--- config.mk ---
export PLATFORM = sky130hd
export DESIGN_NAME = bspl_ctrl
export DESIGN_NICKNAME = d
export VERILOG_FILES = /design/src/rtl/core/bspl_pkg.sv /design/src/rtl/core/bspl_ctrl.sv
export SDC_FILE = /design/constraint.sdc
export NUM_CORES = 1
export LEC_CHECK = 0
export BUFFER_PORTS_ARGS = -buffer_cell sky130_fd_sc_hd__buf_4
export CAP_MARGIN = 10
export CORE_MARGIN = 4
export CORE_UTILIZATION = 50
export CTS_CLUSTER_DIAMETER = 40
export DETAILED_ROUTE_END_ITERATION = 8
export GPL_ROUTABILITY_DRIVEN = 0
export PLACE_DENSITY = 0.78
export SYNTH_ARGS = -nofsm -noshare
export SYNTH_HDL_FRONTEND = slang
export SYNTH_SLANG_ARGS = --single-unit
--- constraint.sdc ---
create_clock -name clk -period 4.9 [get_ports clk]
set_input_delay 0.98 -clock clk [delete_from_list [all_inputs] [get_ports clk]]
set_output_delay 0.98 -clock clk [all_outputs]
set_load 0.01 [all_outputs]
--- src/rtl/core/bspl_pkg.sv ---
`timescale 1ns / 1ps
// shared constants, codes and controller/datapath handshake structs
// for the b-spline curve point evaluator; no dependencies
package bspl_pkg;

    // default sizing
    localparam int MAX_POINTS_DEF = 64;
    localparam int MAX_DEGREE_DEF = 7;

    // configuration port
    localparam int CFG_WIDTH = 7;
    localparam int CFG_IDX_W = 2;
    localparam logic [CFG_IDX_W-1:0] CFG_DEGREE      = 2'd0;
    localparam logic [CFG_IDX_W-1:0] CFG_POINT_COUNT = 2'd1;
    localparam logic [CFG_IDX_W-1:0] CFG_CLAMPED     = 2'd2;
    localparam logic [2:0] DEGREE_RST      = 3'd3;
    localparam logic [6:0] POINT_COUNT_RST = 7'd4;

    // command codes
    localparam logic [1:0] CMD_WR_KNOT  = 2'd0;
    localparam logic [1:0] CMD_WR_POINT = 2'd1;
    localparam logic [1:0] CMD_EVAL     = 2'd2;

    // status codes
    localparam logic [1:0] STAT_OK         = 2'd0;
    localparam logic [1:0] STAT_DECREASING = 2'd1;
    localparam logic [1:0] STAT_CLAMP      = 2'd2;
    localparam logic [1:0] STAT_FEW_POINTS = 2'd3;

    // one in q2.30
    localparam logic signed [31:0] ONE_Q30 = 32'sh4000_0000;

    // controller to datapath commands
    typedef struct packed {
        logic eval_start;
        logic scan_issue;
        logic decide;
        logic term_begin;
        logic rd0;
        logic rd1;
        logic rd2;
        logic prep;
        logic mul;
        logic div_step;
        logic tacc;
        logic tstore;
        logic mmul;
        logic macc;
        logic mskip;
        logic out;
    } bspl_cmd_t;

    // datapath to controller status
    typedef struct packed {
        logic scan_last;
        logic go_basis;
        logic p_zero;
        logic j_ok;
        logic term_zero;
        logic div_last;
        logic more_b;
        logic k_last;
        logic d_last;
        logic i_ok;
        logic m_last;
    } bspl_sts_t;

endpackage

--- src/rtl/core/bspl_ctrl.sv ---
`timescale 1ns / 1ps
// sequencer for knot scan, cox-de boor basis table and point accumulation
// depends on bspl_pkg
module bspl_ctrl
    import bspl_pkg::*;
(
    input  logic       clk,
    input  logic       rst_n,
    input  logic       start,
    input  logic [1:0] command,
    output logic       busy,
    output bspl_cmd_t  cmd,
    input  bspl_sts_t  sts
);

    typedef enum logic [16:0] {
        S_IDLE      = 17'h00001,
        S_SCAN      = 17'h00002,
        S_SCAN_WAIT = 17'h00004,
        S_DECIDE    = 17'h00008,
        S_TCHECK    = 17'h00010,
        S_RD0       = 17'h00020,
        S_RD1       = 17'h00040,
        S_RD2       = 17'h00080,
        S_PREP      = 17'h00100,
        S_MUL       = 17'h00200,
        S_DIV       = 17'h00400,
        S_TACC      = 17'h00800,
        S_TSTORE    = 17'h01000,
        S_MCHECK    = 17'h02000,
        S_MMUL      = 17'h04000,
        S_MACC      = 17'h08000,
        S_OUT       = 17'h10000
    } state_t;

    state_t state_reg;
    state_t state_next;

    // state register
    always_ff @(posedge clk or negedge rst_n)
    begin
        if (!rst_n)
        begin
            state_reg <= S_IDLE;
        end
        else
        begin
            state_reg <= state_next;
        end
    end

    assign busy = (state_reg != S_IDLE);

    // next state and command decode
    always_comb
    begin
        state_next = state_reg;
        cmd        = '0;
        unique case (state_reg)
            S_IDLE:
            begin
                if (start && command == CMD_EVAL)
                begin
                    cmd.eval_start = 1'b1;
                    state_next     = S_SCAN;
                end
            end
            S_SCAN:
            begin
                cmd.scan_issue = 1'b1;
                if (sts.scan_last)
                begin
                    state_next = S_SCAN_WAIT;
                end
            end
            S_SCAN_WAIT:
            begin
                state_next = S_DECIDE;
            end
            S_DECIDE:
            begin
                cmd.decide = 1'b1;
                if (!sts.go_basis)
                begin
                    state_next = S_OUT;
                end
                else if (sts.p_zero)
                begin
                    state_next = S_MCHECK;
                end
                else
                begin
                    state_next = S_TCHECK;
                end
            end
            S_TCHECK:
            begin
                cmd.term_begin = 1'b1;
                state_next     = sts.j_ok ? S_RD0 : S_TSTORE;
            end
            S_RD0:
            begin
                cmd.rd0    = 1'b1;
                state_next = S_RD1;
            end
            S_RD1:
            begin
                cmd.rd1    = 1'b1;
                state_next = S_RD2;
            end
            S_RD2:
            begin
                cmd.rd2    = 1'b1;
                state_next = S_PREP;
            end
            S_PREP:
            begin
                cmd.prep   = 1'b1;
                state_next = S_MUL;
            end
            S_MUL:
            begin
                cmd.mul    = 1'b1;
                state_next = sts.term_zero ? S_TACC : S_DIV;
            end
            S_DIV:
            begin
                cmd.div_step = 1'b1;
                if (sts.div_last)
                begin
                    state_next = S_TACC;
                end
            end
            S_TACC:
            begin
                cmd.tacc   = 1'b1;
                state_next = sts.more_b ? S_RD0 : S_TSTORE;
            end
            S_TSTORE:
            begin
                cmd.tstore = 1'b1;
                state_next = (sts.k_last && sts.d_last) ? S_MCHECK : S_TCHECK;
            end
            S_MCHECK:
            begin
                if (sts.i_ok)
                begin
                    state_next = S_MMUL;
                end
                else
                begin
                    cmd.mskip  = 1'b1;
                    state_next = sts.m_last ? S_OUT : S_MCHECK;
                end
            end
            S_MMUL:
            begin
                cmd.mmul   = 1'b1;
                state_next = S_MACC;
            end
            S_MACC:
            begin
                cmd.macc   = 1'b1;
                state_next = sts.m_last ? S_OUT : S_MCHECK;
            end
            S_OUT:
            begin
                cmd.out    = 1'b1;
                state_next = S_IDLE;
            end
            default:
            begin
                state_next = S_IDLE;
            end
        endcase
    end

endmodule

==> key figures <==
Cells and area
  • Layout area overhead: 26.4%
  • Max reg flops: 17
  • Net total in the final layout: 167
  • Layout Cells excl Fill: 177
  • Diode insertion count for antenna repair: 0
  • Share of post-route cells with drive strength above 1: 29.3%

Worst setup path
  • CP required: 3.92 ns
  • Critical path peak fanout: 9
  • Sum of buffers and inverters on the critical path: 1
  • Cell Chain, Critical Path: nor4_1 > nand3_1 > or4_1 > nor3b_1 > buf_4
  • Critical path type: flip-flop to primary output
  • Capturing element type of the critical path: primary output
  • Max stage delay cell, worst path: sky130_fd_sc_hd__or4_1
  • Cell type group with the largest total delay on the critical path: simple AND/OR/NAND/NOR gates
  • Crit path largest cell delay: 0.56 ns
  • Kind of launch point of the worst setup path: flip-flop
  • Signal arrival time at the worst endpoint: 2.49 ns

Drt
  • Number of design rule violations left after detail routing: 0
  • Top layer reached by signal wires: met3
  • Number of DRC markers after the initial detailed-route iteration: 17
  • Mean number of vias per cell: 5.85
  • Met2 wire length: 1.36 mm
  • Metal1 wirelength: between 1 and 1.5 mm
  • Final routed wire length divided by cell count: 14.5 um
  • Met3 wire len: 156 um
  • Total via count in the routed design: 1036
  • Detailed-router iteration count before antenna repair: 5
  • Total wirelength of the detailed-routed design: 2.57 mm
  • Antenna-violating nets left: 0

Timing
  • Worst slew slack as a fraction of its limit: around 73%
  • Clock period minus final worst setup slack: 3.47 ns
  • Slew at the pin closest to its max-slew limit: 0.408 ns
  • Highest Clock Rate: 0.288 GHz
  • Final Max Slew Viols: 0
  • Hold violation count in the final report: 0
  • Accumulated negative setup slack: 0 ns
  • Part of the cycle the worst path needs: 70.9%
  • Clock Skew: 0.00607 ns
  • Unrepaired setup endpoints after global routing: false
  • Worst-case hold slack: 0.526 ns
  • Setup violation total in the final timing report: 0
  • Least setup slack across all paths after layout: between 1 and 1.5 ns

Clock tree
  • Clock Sinks: 17
  • Clock Latency Late Sink: 0.29 ns
  • Clock-pin transition on the worst setup and hold timing paths: 0.11 ns
  • Hold-fix buffer count after cts: 0
  • Number of buffers inserted during clock tree synthesis: 3
  • CTS resizes: 0
  • CTS tree: done
  • Maximum clock path buffer count: 2
  • CTS root buf: sky130_fd_sc_hd__clkbuf_4
  • Postcts setup bufs: 0
  • Htree depth: 1

Power and ir drop
  • Part of the total power dissipated in combinational logic: ~28%
  • Switching power share of the total: approximately 32%
  • Final total power: around 0.00033 W
  • Part of the total power dissipated in the clock network: a little under a quarter
  • Net Sw Power: 0.000105 W
  • Lkg Pwr: 0.653 nW
  • Pwr Density: between 200 and 250 mW/mm^2
  • Worst vdd rail ir drop: 0.215 mV
  • Total internal power: 0.000221 W
  • Proportion of power drawn by flip-flops and latches: a little under half

Logic synthesis
  • Total of flip-flops plus latches after synthesis: 17
  • Share of the yosys chip area belonging to registers: 40.0%
  • Cell area after synthesis: 0.00107 sq mm
  • Post-synth cell types: 40
  • Number of nets in the synthesized netlist: 133
  • Gate count of the mapped netlist: 117
  • Mean post-synth cell area: roughly 9 sq um
  • Ys Warns: 0

Die
  • Site row count: 16
  • Starting Density: 53.2%
  • Die Span Y: 54.2 um
  • Top Ports: 33
  • Die extent in x: approximately 54 um
  • Core area: roughly 0.0020 sq mm
  • Area enclosed by the die boundary: 0.00293 sq mm

Place
  • Count of buffers inserted at the top-level ports: 32
  • Worst slack at placement: 1.79 ns
  • Number of placed instances, taps included: about 170
  • Post-DP HPWL: 2.02 mm

Run
  • Count of maximum capacitance violations: 0

Global routing
  • Number of global-route vias before repair: 973
  • First-pass GRT wire length: ~4 mm
  • Initial antenna violation count: 0
  • Gr usage total: between 10% and 20%
  • Maximum number of pins on one net before global-route repair: 18
  • GR Overflow Total: 0

Run status
  • Outcome: completed

Hold path
  • Type of the tightest min-delay check: input port to asynchronous set/reset pin
[cells in the mapped netlist (all sizes together)]
cell type / instances / area share, %
dfrtp: 16 / 38
nor4: 9 / 5.3
inv: 8 / 2.8
nor3: 8 / 4.2
nand2: 7 / 2.5
nor2: 7 / 3.2
nand3: 6 / 3.3
o21ai: 5 / 2.3
or4: 5 / 4.6
nand2b: 4 / 2.3
nor2b: 4 / 2.3
nor3b: 4 / 2.8
and3b: 3 / 2.5
o22ai: 3 / 1.8
a22o: 2 / 1.6
and2: 2 / 1.2
clkbuf: 2 / 0.70
nor4b: 2 / 1.6
o211ai: 2 / 1.4
or4b: 2 / 1.9
a211oi: 1 / 0.70
a31oi: 1 / 0.59
a32o: 1 / 0.94
and2b: 1 / 0.70
and3: 1 / 0.59
buf: 1 / 1.1
dfstp: 1 / 2.5
nand3b: 1 / 0.70
nand4: 1 / 0.59
nor4bb: 1 / 0.94
o21a: 1 / 0.70
o22a: 1 / 0.82
o311ai: 1 / 0.82
o32ai: 1 / 0.82
xnor2: 1 / 0.82
xor2: 1 / 0.82
[cell usage in the layout (no fill, tap or decap), types with 4 or more instances in the layout]
cell type	netlist	final
sky130_fd_sc_hd__nor3b_1	4	4
sky130_fd_sc_hd__nor2_1	6	6
sky130_fd_sc_hd__nor3_1	7	7
sky130_fd_sc_hd__nand2b_1	4	4
sky130_fd_sc_hd__buf_4	0	32
sky130_fd_sc_hd__inv_1	8	8
sky130_fd_sc_hd__nand2_1	7	7
sky130_fd_sc_hd__nor4_1	9	9
sky130_fd_sc_hd__nor2b_1	4	4
sky130_fd_sc_hd__o21ai_0	5	5
sky130_fd_sc_hd__dfrtp_1	16	16
sky130_fd_sc_hd__nand3_1	5	5
[power by group through the flow]
stage                     Clock (W)  Sequential (W)  Combinational, W
final                     0.0000779        0.000155         0.0000926
after global routing      0.0000856        0.000155          0.000103
after CTS                 0.0000785        0.000155         0.0000931
after detailed placement          0        0.000157         0.0000914
after global placement            0        0.000157         0.0000886
after floorplan                   0        0.000155         0.0000583
[metal layers]
layer / up-vias / track usage (%)
met2: 35 / 35.7
met3: 0 / 5.82
met5: - / 0
met4: 0 / 2.90
met1: 492 / 21.2
li1: 509 / -
[worst paths after layout]
check,startpoint,to,slack (ns),cells after the start
max,state_reg[3],cmd[10],1.43,5
min,rst_n,state_reg[1],0.53,1
max reg2reg,state_reg[3],state_reg[8],2.79,4
min reg2reg,state_reg[2],state_reg[1],0.58,1
max in group asynchronous,rst_n,state_reg[0],4.12,1
min in group clk,state_reg[2],state_reg[1],0.58,1
[final cells by class]
class,instances,area (sq um)
fill,176,654
multi-input combinational,89,591
sequential,17,427
timing repair buffer,32,240
tap,27,33.8
inverter,8,30.0
clock buffer,4,26.3
[stage by stage]
stage | area, sq um | utilization (%)
after floorplan | 1070 | -
after global placement | 1320 | 66.0
after detailed placement | 1320 | 66.0
after CTS | 1350 | 67.3
after global routing | 1350 | 67.3
final | 1350 | 67.3
[kinds of logic (layout without fill, tap and decap cells)]
group | count (synthesis) | after routing | synth area share [%]
simple gates | 68 | 68 | 41.2
compound gates | 19 | 19 | 12.6
flops | 17 | 17 | 40.0
buf+inv | 11 | 44 | 4.58
xor+xnor | 2 | 2 | 1.64
Power figures use the tool's default switching activity.
